### src/vfg_pkg.sv
// Shared constants, types and helper functions of the volume forward-gradient block.
package vfg_pkg;

   // Volume limits and sample precision.
   localparam int MAX_ROWS    = 64;
   localparam int MAX_COLS    = 64;
   localparam int MAX_LEVELS  = 64;
   localparam int SAMPLE_BITS = 16;

   // Fixed field widths of the ports.
   localparam int COUNT_BITS     = 7;
   localparam int CSR_INDEX_BITS = 2;
   localparam int GRAD_BITS      = 23;

   // Register indexes of the configuration port.
   localparam logic [CSR_INDEX_BITS-1:0] CSR_ROW_COUNT   = 2'd0;
   localparam logic [CSR_INDEX_BITS-1:0] CSR_COL_COUNT   = 2'd1;
   localparam logic [CSR_INDEX_BITS-1:0] CSR_LEVEL_COUNT = 2'd2;

   // Widths of the position counters and the clamped counts.
   localparam int ROW_W = $clog2(MAX_ROWS + 1);
   localparam int COL_W = $clog2(MAX_COLS + 1);
   localparam int LVL_W = $clog2(MAX_LEVELS + 1);

   // Plane memory geometry.
   localparam int PLANE_DEPTH = MAX_ROWS * MAX_COLS;
   localparam int SLOT_BITS   = (PLANE_DEPTH > 1) ? $clog2(PLANE_DEPTH) : 1;
   localparam int RAM_DEPTH   = 1 << SLOT_BITS;

   // Arithmetic widths of the scaled differences.
   localparam int SCALE_W = (ROW_W > COL_W) ? ((ROW_W > LVL_W) ? ROW_W : LVL_W)
                                            : ((COL_W > LVL_W) ? COL_W : LVL_W);
   localparam int PROD_W  = SAMPLE_BITS + 1 + SCALE_W + 1;
   localparam int EXT_W   = (PROD_W > GRAD_BITS) ? PROD_W : GRAD_BITS;

   // Clamped geometry handed from the control to the arithmetic.
   typedef struct packed {
      logic [ROW_W-1:0] rows;
      logic [COL_W-1:0] cols;
      logic [LVL_W-1:0] levels;
   } vfg_geom_type;

   // One voxel issued for its gradient, with its boundary flags.
   typedef struct packed {
      logic signed [SAMPLE_BITS-1:0] sample;
      logic signed [SAMPLE_BITS-1:0] cur0;
      logic                          has_next;
      logic                          use_row;
      logic                          use_col;
      logic                          first;
      logic                          last;
   } vfg_issue_type;

   // A count of zero acts as one, a count above the limit acts as the limit.
   function automatic logic [ROW_W-1:0] clamp_rows(input logic [COUNT_BITS-1:0] v);
      logic [ROW_W-1:0] r;
      if (v == '0) begin
         r = ROW_W'(1);
      end else if (int'(v) > MAX_ROWS) begin
         r = ROW_W'(MAX_ROWS);
      end else begin
         r = ROW_W'(v);
      end
      return r;
   endfunction

   function automatic logic [COL_W-1:0] clamp_cols(input logic [COUNT_BITS-1:0] v);
      logic [COL_W-1:0] r;
      if (v == '0) begin
         r = COL_W'(1);
      end else if (int'(v) > MAX_COLS) begin
         r = COL_W'(MAX_COLS);
      end else begin
         r = COL_W'(v);
      end
      return r;
   endfunction

   function automatic logic [LVL_W-1:0] clamp_levels(input logic [COUNT_BITS-1:0] v);
      logic [LVL_W-1:0] r;
      if (v == '0) begin
         r = LVL_W'(1);
      end else if (int'(v) > MAX_LEVELS) begin
         r = LVL_W'(MAX_LEVELS);
      end else begin
         r = LVL_W'(v);
      end
      return r;
   endfunction

   // Saturate a scaled difference to the signed range of a gradient field.
   function automatic logic [GRAD_BITS-1:0] sat_grad(input logic signed [PROD_W-1:0] p);
      logic signed [EXT_W-1:0] x;
      logic signed [EXT_W-1:0] hi;
      logic signed [EXT_W-1:0] lo;
      logic signed [EXT_W-1:0] r;
      x  = EXT_W'(p);
      hi = signed'({{(EXT_W-GRAD_BITS+1){1'b0}}, {(GRAD_BITS-1){1'b1}}});
      lo = ~hi;
      if (x > hi) begin
         r = hi;
      end else if (x < lo) begin
         r = lo;
      end else begin
         r = x;
      end
      return r[GRAD_BITS-1:0];
   endfunction

endpackage

### src/vfg_ctrl.sv
// Configuration registers, raster counters and plane memory addressing.
module vfg_ctrl (
   input  logic                                  clock,
   input  logic                                  reset,
   input  logic                                  csr_valid,
   output logic                                  csr_ready,
   input  logic [vfg_pkg::CSR_INDEX_BITS-1:0]    csr_index,
   input  logic [vfg_pkg::COUNT_BITS-1:0]        csr_data,
   input  logic                                  req_valid,
   input  logic                                  req_kind,
   input  logic signed [vfg_pkg::SAMPLE_BITS-1:0] req_sample,
   input  logic                                  issue_ready,
   output logic                                  issue_valid,
   output vfg_pkg::vfg_issue_type                issue,
   output vfg_pkg::vfg_geom_type                 geom,
   output logic                                  ram_wr_en,
   output logic [vfg_pkg::SLOT_BITS-1:0]         ram_wr_addr,
   output logic [vfg_pkg::SAMPLE_BITS-1:0]       ram_wr_data,
   output logic                                  ram_rd_en,
   output logic [vfg_pkg::SLOT_BITS-1:0]         ram_right_addr,
   output logic [vfg_pkg::SLOT_BITS-1:0]         ram_below_addr
);
   import vfg_pkg::*;

   logic [COUNT_BITS-1:0]         row_count_ff, row_count_in;
   logic [COUNT_BITS-1:0]         col_count_ff, col_count_in;
   logic [COUNT_BITS-1:0]         level_count_ff, level_count_in;
   logic [COL_W-1:0]              in_col_ff, in_col_in;
   logic [ROW_W-1:0]              in_row_ff, in_row_in;
   logic [LVL_W-1:0]              in_level_ff, in_level_in;
   logic [SLOT_BITS-1:0]          in_slot_ff, in_slot_in;
   logic [COL_W-1:0]              out_col_ff, out_col_in;
   logic [ROW_W-1:0]              out_row_ff, out_row_in;
   logic [LVL_W-1:0]              out_level_ff, out_level_in;
   logic [SLOT_BITS-1:0]          out_slot_ff, out_slot_in;
   logic                          input_done_ff, input_done_in;
   logic signed [SAMPLE_BITS-1:0] slot0_ff, slot0_in;

   logic [ROW_W-1:0] rows;
   logic [COL_W-1:0] cols;
   logic [LVL_W-1:0] levels;
   logic             csr_write;
   logic             accept;
   logic             sample_path;
   logic             emit;
   logic             in_col_end;
   logic             in_row_end;
   logic             in_level_end;
   logic             out_col_end;
   logic             out_row_end;
   logic             out_level_end;
   logic             out_last;

   // Clamped geometry.
   assign rows   = clamp_rows(row_count_ff);
   assign cols   = clamp_cols(col_count_ff);
   assign levels = clamp_levels(level_count_ff);
   assign geom   = '{rows: rows, cols: cols, levels: levels};

   assign csr_ready = 1'b1;
   assign csr_write = csr_valid;
   assign accept    = req_valid && issue_ready;

   // A sample after the volume is complete counts as a flush.
   assign sample_path = !req_kind && !input_done_ff;
   assign emit        = sample_path ? (in_level_ff != '0) : input_done_ff;

   assign in_col_end    = (in_col_ff + COL_W'(1)) == cols;
   assign in_row_end    = (in_row_ff + ROW_W'(1)) == rows;
   assign in_level_end  = (in_level_ff + LVL_W'(1)) == levels;
   assign out_col_end   = (out_col_ff + COL_W'(1)) == cols;
   assign out_row_end   = (out_row_ff + ROW_W'(1)) == rows;
   assign out_level_end = (out_level_ff + LVL_W'(1)) == levels;
   assign out_last      = input_done_ff && out_col_end && out_row_end && out_level_end;

   // Issue of the voxel at the output position.
   assign issue_valid = accept && emit;
   always_comb begin
      issue.sample   = req_sample;
      issue.cur0     = slot0_ff;
      issue.has_next = sample_path;
      issue.use_row  = !out_row_end;
      issue.use_col  = !out_col_end;
      issue.first    = (out_slot_ff == '0);
      issue.last     = out_last;
   end

   // Plane memory: the new sample overwrites its slot, the neighbours are read.
   assign ram_wr_en      = accept && sample_path;
   assign ram_wr_addr    = in_slot_ff;
   assign ram_wr_data    = req_sample;
   assign ram_rd_en      = issue_valid;
   assign ram_right_addr = out_slot_ff + SLOT_BITS'(1);
   assign ram_below_addr = out_slot_ff + SLOT_BITS'(cols);

   // Next state of the registers and counters.
   always_comb begin
      row_count_in   = row_count_ff;
      col_count_in   = col_count_ff;
      level_count_in = level_count_ff;
      in_col_in      = in_col_ff;
      in_row_in      = in_row_ff;
      in_level_in    = in_level_ff;
      in_slot_in     = in_slot_ff;
      out_col_in     = out_col_ff;
      out_row_in     = out_row_ff;
      out_level_in   = out_level_ff;
      out_slot_in    = out_slot_ff;
      input_done_in  = input_done_ff;
      slot0_in       = slot0_ff;

      if (csr_write) begin
         case (csr_index)
            CSR_ROW_COUNT: begin
               row_count_in = csr_data;
            end
            CSR_COL_COUNT: begin
               col_count_in = csr_data;
            end
            CSR_LEVEL_COUNT: begin
               level_count_in = csr_data;
            end
            default: begin
            end
         endcase
         // A write to a listed register restarts the stream.
         if (csr_index == CSR_ROW_COUNT || csr_index == CSR_COL_COUNT ||
             csr_index == CSR_LEVEL_COUNT) begin
            in_col_in     = '0;
            in_row_in     = '0;
            in_level_in   = '0;
            in_slot_in    = '0;
            out_col_in    = '0;
            out_row_in    = '0;
            out_level_in  = '0;
            out_slot_in   = '0;
            input_done_in = 1'b0;
         end
      end else if (accept) begin
         // Input raster position.
         if (sample_path) begin
            if (in_slot_ff == '0) begin
               slot0_in = req_sample;
            end
            if (in_col_end) begin
               in_col_in = '0;
               if (in_row_end) begin
                  in_row_in  = '0;
                  in_slot_in = '0;
                  if (in_level_end) begin
                     in_level_in   = '0;
                     input_done_in = 1'b1;
                  end else begin
                     in_level_in = in_level_ff + LVL_W'(1);
                  end
               end else begin
                  in_row_in  = in_row_ff + ROW_W'(1);
                  in_slot_in = in_slot_ff + SLOT_BITS'(1);
               end
            end else begin
               in_col_in  = in_col_ff + COL_W'(1);
               in_slot_in = in_slot_ff + SLOT_BITS'(1);
            end
         end
         // Output raster position; the final voxel restarts the stream.
         if (emit) begin
            if (out_last) begin
               in_col_in     = '0;
               in_row_in     = '0;
               in_level_in   = '0;
               in_slot_in    = '0;
               out_col_in    = '0;
               out_row_in    = '0;
               out_level_in  = '0;
               out_slot_in   = '0;
               input_done_in = 1'b0;
            end else if (out_col_end) begin
               out_col_in = '0;
               if (out_row_end) begin
                  out_row_in   = '0;
                  out_slot_in  = '0;
                  out_level_in = out_level_ff + LVL_W'(1);
               end else begin
                  out_row_in  = out_row_ff + ROW_W'(1);
                  out_slot_in = out_slot_ff + SLOT_BITS'(1);
               end
            end else begin
               out_col_in  = out_col_ff + COL_W'(1);
               out_slot_in = out_slot_ff + SLOT_BITS'(1);
            end
         end
      end
   end

   // Control registers.
   always_ff @(posedge clock) begin
      if (reset) begin
         row_count_ff   <= COUNT_BITS'(64);
         col_count_ff   <= COUNT_BITS'(64);
         level_count_ff <= COUNT_BITS'(16);
         in_col_ff      <= '0;
         in_row_ff      <= '0;
         in_level_ff    <= '0;
         in_slot_ff     <= '0;
         out_col_ff     <= '0;
         out_row_ff     <= '0;
         out_level_ff   <= '0;
         out_slot_ff    <= '0;
         input_done_ff  <= 1'b0;
      end else begin
         row_count_ff   <= row_count_in;
         col_count_ff   <= col_count_in;
         level_count_ff <= level_count_in;
         in_col_ff      <= in_col_in;
         in_row_ff      <= in_row_in;
         in_level_ff    <= in_level_in;
         in_slot_ff     <= in_slot_in;
         out_col_ff     <= out_col_in;
         out_row_ff     <= out_row_in;
         out_level_ff   <= out_level_in;
         out_slot_ff    <= out_slot_in;
         input_done_ff  <= input_done_in;
      end
   end

   // Copy of the sample held in slot zero, which no neighbour read supplies.
   always_ff @(posedge clock) begin
      slot0_ff <= slot0_in;
   end

endmodule

### config.mk
export PLATFORM = sky130hd
export DESIGN_NAME = vfg_ctrl
export DESIGN_NICKNAME = d
export VERILOG_FILES = /design/src/vfg_pkg.sv /design/src/vfg_ctrl.sv
export SDC_FILE = /design/constraint.sdc
export NUM_CORES = 1
export LEC_CHECK = 0
export ABC_AREA = 1
export ABC_CLOCK_PERIOD_IN_PS = 7620
export BUFFER_PORTS_ARGS = -buffer_cell sky130_fd_sc_hd__buf_2
export CAP_MARGIN = 20
export CORE_UTILIZATION = 60
export CTS_CLUSTER_SIZE = 8
export DETAILED_ROUTE_END_ITERATION = 6
export HOLD_SLACK_MARGIN = 0.08
export PLACE_DENSITY_LB_ADDON = 0.2
export SYNTH_ARGS = -nofsm -noshare
export SYNTH_HDL_FRONTEND = slang
export SYNTH_SLANG_ARGS = --single-unit
### constraint.sdc
create_clock -name clock -period 7.62 [get_ports clock]
set_clock_uncertainty 0.1 [all_clocks]
set_input_delay 1.143 -clock clock [delete_from_list [all_inputs] [get_ports clock]]
set_output_delay 1.143 -clock clock [all_outputs]
set_load 0.01 [all_outputs]
Word level (Yosys, flattened, before mapping). Index checks and enable logic that the tools add are counted.

Bits in registers: 104. Input bits: 31. Output and inout bits: 114. Word-level logic and storage cells: 136.

Add/sub/neg operators: 9. Magnitude comparators: 3. Eq/ne operators: 9. Muxes and demuxes: 69. Bitwise logic cells: 1. Reduce and logical (&&, ||, !) cells: 32.

Operator list (count): two-way mux 7 bit (45); two-way mux 12 bit (14); adder 7 x 1 -> 7 bit (second input constant) (6); == test 7 bit (6); adder 12 x 1 -> 12 bit (second input constant) (2); zero test 12 bit (2); > comparator 7 bit (second input constant) (3); zero test 7 bit (3); adder 12 x 7 -> 12 bit (1); two-way mux 1 bit (10); AND reduction 2 bit (4); AND reduction 4 bit (2); logical AND 1 bit (7); nonzero test 7 bit (1); nonzero test 3 bit (2); AND reduction 5 bit (1); zero test 1 bit (4); nonzero test 2 bit (2); AND reduction 3 bit (1); == test 2 x 1 -> 1 bit (second input constant) (1); == test 2 bit (second input constant) (1); zero test 2 bit (1); logical OR 1 bit (2); inequality test 2 x 1 -> 1 bit (second input constant) (1); NOT 1 bit (1).

Depth between registers and ports, before layout. Gate-level depths: netlist of run 1.

Word-level depth: 12. Mapped depth: 17. Gate-level depth less buffers: 16.

Worst setup path after synthesis of run 1. OpenSTA, ideal clock, no wires.

Path type: register -> output. Start: register col_count_ff[4]. End: output ram_below_addr[10] in the netlist's numbering. Arrival time: 2.554 ns. Data required time: 6.377 ns. Path slack: 3.823 ns. Cell stages (with the launch flop): 17. Path buffers: 1. Path through: dfxtp_1 > nor2_1 > nand3_1 > nand2_1 > buf_6 > nand2_1 > nand2_1 > ha_1 > inv_1 > fa_1 > inv_1 > a31oi_1 > o21ai_0 > a21oi_1 > nor2_1 > nand2_1 > xor2_1.

RTL lines: start, declared (RTL line vfg_ctrl.sv:26) `logic [COUNT_BITS-1:0] col_count_ff, col_count_in;`; start signal, assigned (RTL line vfg_ctrl.sv:212) `col_count_ff <= col_count_in;`; end, declared (RTL line vfg_ctrl.sv:21) `output logic [vfg_pkg::SLOT_BITS-1:0] ram_below_addr`.

Worst setup path after layout of run 1.
Start: register col_count_ff[4]. End: output ram_below_addr[10] in the netlist's numbering.

Word-level cells in the longest chain between the ends: 4. Elaborated cells between the ends (all ways): 5. Those cells by class: 1 x add/sub; 1 x order compare; 2 x mux; 1 x reduce/logical.

RTL lines: > comparator 7 bit (RTL line vfg_pkg.sv:71) `end else if (int'(v) > MAX_COLS) begin`; two-way mux 7 bit (RTL line vfg_pkg.sv:71); two-way mux 7 bit (*) (RTL line vfg_pkg.sv:69) `if (v == '0) begin`; adder 12 x 7 -> 12 bit (*) (RTL line vfg_ctrl.sv:94) `assign ram_below_addr = out_slot_ff + SLOT_BITS'(cols);`.

Mark *: on every way between the ends. The rest lies on a longest branch, timed or not.

==> impl_metrics.ini, run 1 <==
[drt]
firstDrtPassIters = 5
finalWirelength_mm = 18.99
drc = 0
ant_nets = 0
drt_iter0_markers = 644
vias = 7672
viasPerCell = 5.433
wl_per_cell_um = 13.45

[die]
core-area_um2 = 11960
start_util_pct = 61.49
ioPinCount = 145
die_y_um = 112.7
num_rows = 40
die_w_um = 112.7
die_area_um2 = 12700

[synth]
synth.distinct_cells = 36
syn_avg_cell_area_um2 = 6.217
synth_area_um2 = 7355
synth_edf_count = 16
ys_warn_count = 0
syn_nets = 1233
yosysSeqAreaShare_pct = 30.49
ys_top_cells_by_area = dfxtp_1 24%, nand2_1 19%, nand3_1 7.8%
yosysTopAreaCell = dfxtp_1
syn_inst = 1183
ys_dominant_reg_cell = dfxtp_1
ys_seq_elements = 104
synthArstFlopShare_pct = 0
synth_top_area_share_pct = 23.95

[final_layout]
diodes = 0
fin_nets = 1310
num-fill-cells = 1123
final_area_um2 = 8108
mostFrequentLayoutCell = nand2_1
syn2layout_area_growth_pct = 10.24
drive_above_1_share_pct = 14.70
multi_input_area_um2 = 4180
most-common-layout-cells = 371 x nand2_1, 143 x buf_2, 125 x nor2_1
finish.utilization_pct = 67.78
seq_area_um2 = 2242

[clock_network]
path_clk_slew_ns = 0.08
cts_resized = 0
clock_latency_ns = 0.36
cts_made_buffers = 9
cts.sinks = 104
cts_tree = done
root_buffer = clkbuf_16
htreeDepth = 3
cts_setup_buffers = 0
cts.path.max_buffers = 2
cts.hold.buffers_added = 0

[power_and_ir_drop]
p_leak_nw = 3.983
p_per_area_nw_per_um2 = 149.4
total_power_mw = 1.211
peakVddDrop_v = 0.00009505

[sta]
fin_setup_tns_ns = 0
worst_pin_slew_ns = 1.043
hold_ws_ns = 0.3768
slew_headroom_pct = 30.40
period_share_pct = 64.59
fmax_mhz = 203.2
setup_violations = 0
drv_slew = 0
period_minus_slack_ns = 4.922
rsz0062_at_grt = no
hold_viol = 0

[worst_setup_path]
crit_top_cell = nand2_1
critPathLaunch = col_count_ff[4]$_SDFFE_PP0P_
crit_buf_inv = 3
required_ns = 6.38
max_stage_delay_ns = 0.49
r2r_start = input_done_ff$_SDFFE_PP0P_
path_class = flop to primary output
crit_family = simple AND/OR/NAND/NOR gates
cp_max_fo = 20
crit_path_end_kind = primary output
start_kind = flop
rrSetupSlack_ns = 4.24
crit_chain = nor2_1 > nand3_1 > nand2_1 > nand2_1 > nand2_1 > ha_1 > inv_1 > fa_1 > inv_1 > a31oi_1 > o21ai_0 > a21oi_1 > nor2_1 > nand2_1 > xor2_1 > buf_2
crit_arrival_ns = 3.68
cp_slowest_cell = nand2_1

[grt]
track_usage_pct = 30.45
overflow = 0
grt_max_degree = 58
antenna_found_initial = 0
grt_pass1_wl_mm = 31.25
grt_pass1_vias = 6599

[worst_hold_path]
hp-class = flop to flop
min_from = out_slot_ff[11]$_SDFFE_PP0P_

[outcome]
status = complete, no violations

[placement]
dpl_cell_area_um2 = 7810
routabilityCongestion = 0.9297
hpwl_mm = 14.02
io_buffers = 143

[flow_run]
maxCapViolCount = 0
## per-layer routing
metal  global-route usage, %  up-vias  share of wire [%]
met4                   12.80        0                2.6
met3                   3.053       39                5.5
met2                   50.62      248                 47
met1                   40.57     3468                 45
li1                        -     3917                  -
met5                       0        -                  0
## sequential cells by signal, indices dropped and copies added (netlist names)
signal / count
ram_wr_addr: 12
row_count_ff: 7
in_level_ff: 7
input_done_ff: 1
out_row_ff: 7
in_row_ff: 7
out_level_ff: 7
level_count_ff: 7
out_col_ff: 7
in_col_ff: 7
col_count_ff: 7
out_slot_ff: 12
slot0_ff: 16
## final timing paths
path | to | cells after the start
max reg2reg | out_col_ff[6]$_SDFFE_PP0P_ | 11
max | ram_below_addr[10] | 16
min | out_slot_ff[11]$_SDFFE_PP0P_ | 2
min reg2reg | out_slot_ff[11]$_SDFFE_PP0P_ | 2
## tightest hold or removal path, stage by stage, from the launching register on
cell and delay (ns):
dfxtp_1 0.31, nand2_1 0.06, a21oi_1 0.06
## logic make-up after synthesis
logic type,share of synthesized area (%)
flops,30.49
fa+ha+maj,3.335
buf+inv,12.74
other cells,0.05099
xor+xnor,4.168
compound gates,9.425
simple gates,39.79
## power breakdown
part,total [mW],internal [mW],switching (mW),leakage [nW]
clock network,0.456,0.228,0.228,0.135
registers,0.581,0.568,0.0134,0.858
logic,0.174,0.0556,0.118,2.99
## synthesized netlist by cell type (4+ instances only)
cell type and instances:
o21ai_0 37, nor2_2 7, clkbuf_1 31, xnor2_1 5, nor3_1 14, dfxtp_1 88
inv_2 4, inv_1 121, nand2_1 371, nor2_1 125, buf_4 36, edfxtp_1 16
buf_2 11, a21oi_1 81, nand2_2 6, nand3_1 115, nand3b_1 8, nand4_1 30
ha_1 18, xor2_1 30
## area by class of cell
cell class / instances / area share (%)
tap: 147 / 2.269
multi-input combinational: 873 / 51.56
clock buffer: 9 / 2.778
inverter: 126 / 5.833
clock inverter: 7 / 0.7562
timing repair buffer: 146 / 9.151
sequential: 104 / 27.65
## through the flow
step                      std cells  worst slack, ns
after floorplan                1183            3.823
after global placement         1395            3.292
after detailed placement       1395            3.123
after CTS                      1411            2.738
after global routing           1412            2.390
final                          1412            2.698
Note: power is estimated with default switching activity, not from simulation.
==> run 2: changes to the inputs <==
--- a/config.mk
+++ b/config.mk
@@ -6,10 +6,10 @@
 export NUM_CORES = 1
 export LEC_CHECK = 0
 export ABC_AREA = 1
-export ABC_CLOCK_PERIOD_IN_PS = 7620
+export ABC_CLOCK_PERIOD_IN_PS = 4200
 export BUFFER_PORTS_ARGS = -buffer_cell sky130_fd_sc_hd__buf_2
 export CAP_MARGIN = 20
-export CORE_UTILIZATION = 60
+export CORE_UTILIZATION = 51
 export CTS_CLUSTER_SIZE = 8
 export DETAILED_ROUTE_END_ITERATION = 6
 export HOLD_SLACK_MARGIN = 0.08
==> constraint.sdc (replaced) <==
create_clock -name clock -period 4.2 [get_ports clock]
set_clock_uncertainty 0.1 [all_clocks]
set_input_delay 0.63 -clock clock [delete_from_list [all_inputs] [get_ports clock]]
set_output_delay 0.63 -clock clock [all_outputs]
set_load 0.01 [all_outputs]
==> impl_metrics.ini, run 2 (synthesized netlist as in run 1, its figures left out) <==
[final_layout]
fin_nets = 1315
most-common-layout-cells = 370 x nand2_1, 143 x buf_2, 125 x nor2_1
largest_reg_flops = 16
syn2layout_area_growth_pct = 11.45
top_register = slot0_ff
mostFrequentLayoutCell = nand2_1
diodes = 0
drive_above_1_share_pct = 15.12
fin_cells = 1450
num-fill-cells = 1400

[die]
ioPinCount = 145
die_area_um2 = 14900
die_y_um = 122.1
num_rows = 43
core-area_um2 = 13990
die_w_um = 122.1
start_util_pct = 52.58

[power_and_ir_drop]
switchingPower_uw = 633.3
pwr-share-comb_pct = 14.7
p_clk_share_pct = 37.6
p_per_area_nw_per_um2 = 269.4
peakVddDrop_v = 0.0002180
p_leak_nw = 4.018
p_int_mw = 1.575
swShare_pct = 28.68
p_seq_share_pct = 47.8

[grt]
overflow = 0
grt_max_degree = 57
antenna_found_initial = 0
grt_pass1_wl_mm = 31.73
grt_pass1_vias = 6524
track_usage_pct = 26.74

[placement]
dp_cells = 1434
routabilityCongestion = 0.9145
io_buffers = 143
hpwl_mm = 14.62

[worst_setup_path]
cp_max_fo = 12
rrSetupSlack_ns = 1.24
crit_top_cell = nand2_1
path_class = flop to primary output
start_kind = flop
max_stage_delay_ns = 0.41
critPathLaunch = col_count_ff[4]$_SDFFE_PP0P_
crit_path_end_kind = primary output
r2r_start = in_col_ff[0]$_SDFFE_PP0P_
reg2reg_depth = 12
cp_slowest_cell = fa_1
required_ns = 3.47
crit_arrival_ns = 3.13
crit_chain = nor2_1 > nand3_1 > nand2_4 > nand2_1 > nand2_1 > ha_1 > inv_1 > fa_1 > inv_1 > a31oi_1 > o21ai_1 > a21oi_1 > nor2_1 > nand2_1 > xor2_1 > buf_2
rr_endpoint = ram_wr_addr[9]$_SDFFE_PP0P_

[sta]
drv_slew = 0
period_share_pct = 91.87
fin_setup_tns_ns = 0
fmax_mhz = 259.2
rsz0062_at_grt = no
hold_viol = 0
worst_pin_slew_ns = 1.085
period_minus_slack_ns = 3.859
setup_violations = 0
slew_headroom_pct = 27.56

[worst_hold_path]
hp-class = input pin to flop
min_to = slot0_ff[15]$_DFFE_PP_
hold_depth = 1
min_from = req_sample[15]

[clock_network]
cts_made_buffers = 9
root_buffer = clkbuf_16
htreeDepth = 3
cts_tree = done
clock_latency_ns = 0.35
path_clk_slew_ns = 0.07
cts.hold.buffers_added = 0
cts.sinks = 104
cts.path.max_buffers = 2

[drt]
drt_iter0_markers = 647
wl_per_cell_um = 13.62
vias = 7625
firstDrtPassIters = 5
drc = 0
viasPerCell = 5.259
finalWirelength_mm = 19.75
ant_nets = 0

[flow_run]
maxCapViolCount = 0

[outcome]
status = complete, no violations
## run 2: cell types whose count changed in the layout (fill, tap and decap cells not counted), sizes merged
cell      previous run  this run
buf                146       151
inv                129       126
clkinv               2         5
clkbuf               9        11
clkinvlp             2         0
## run 2: area by class of cell
class / instances / area [um2] / share of cell area [%]
tap: 180 / 225.2 / 2.748
timing repair buffer: 151 / 775.7 / 9.464
clock inverter: 5 / 40.04 / 0.4885
multi-input combinational: 873 / 4188 / 51.09
clock buffer: 11 / 252.7 / 3.083
inverter: 126 / 473.0 / 5.770
sequential: 104 / 2242 / 27.35
## run 2: critical path, delay by kind of cell (launching register included)
family,cells,cell delay [ns]
AOI/OAI and AO/OA,3,0.43
xor gates and xnor gates,1,0.14
adders and majority gates,2,0.55
buffers and inverters,3,0.27
DFF,1,0.37
and+or+nand+nor,7,0.99
## run 2: power groups by stage
stage / Sequential, mW / Clock, mW / Combinational (mW)
after global routing: 1.06 / 0.886 / 0.363
after CTS: 1.05 / 0.852 / 0.321
after detailed placement: 1.08 / 0 / 0.320
after floorplan: 1.07 / 0 / 0.239
final: 1.05 / 0.829 / 0.324
after global placement: 1.08 / 0 / 0.319
## run 2: per-layer routing
layer	wire length (um)	vias to the layer above	global-route usage, %	part of all wire, %
li1	-	3909	-	-
met2	9170	233	43.11	46
met4	429	0	8.232	2.2
met1	9037	3452	36.12	46
met3	1116	31	4.869	5.6
met5	0	-	0	0
## run 2: worst max path at each step
stage,to,slack [ns],depth (start not counted)
floorplan,ram_below_addr[10],0.92,16
global placement,ram_below_addr[10],0.55,16
detailed placement,ram_below_addr[10],0.45,16
CTS,ram_below_addr[10],0.06,16
global route,ram_below_addr[10],0.03,16
finish,ram_below_addr[10],0.34,16
## run 2: timing repair
| item | in CTS | in global routing |
|---|---|---|
| endpoints found under the hold margin | 0 | 0 |
| buffers inserted | 0 | 0 |
| endpoints found under the setup margin | 0 | 2 |
| resized for setup | 0 | 3 |
## run 2: per-stage QoR
stage | utilization (%) | setup slack (ns) | area [um2] | hold slack [ns] | power [mW]
2_1_floorplan | - | 0.9161 | 7355 | 0.3445 | 1.310
3_3_place_gp | 56.45 | 0.5479 | 7896 | 0.3570 | 1.395
3_5_place_dp | 56.45 | 0.4525 | 7896 | 0.3635 | 1.397
4_1_cts | 58.54 | 0.05979 | 8189 | 0.3578 | 2.227
5_1_grt | 58.60 | 0.02948 | 8197 | 0.3606 | 2.306
6_report | 58.60 | 0.3413 | 8197 | 0.3709 | 2.208
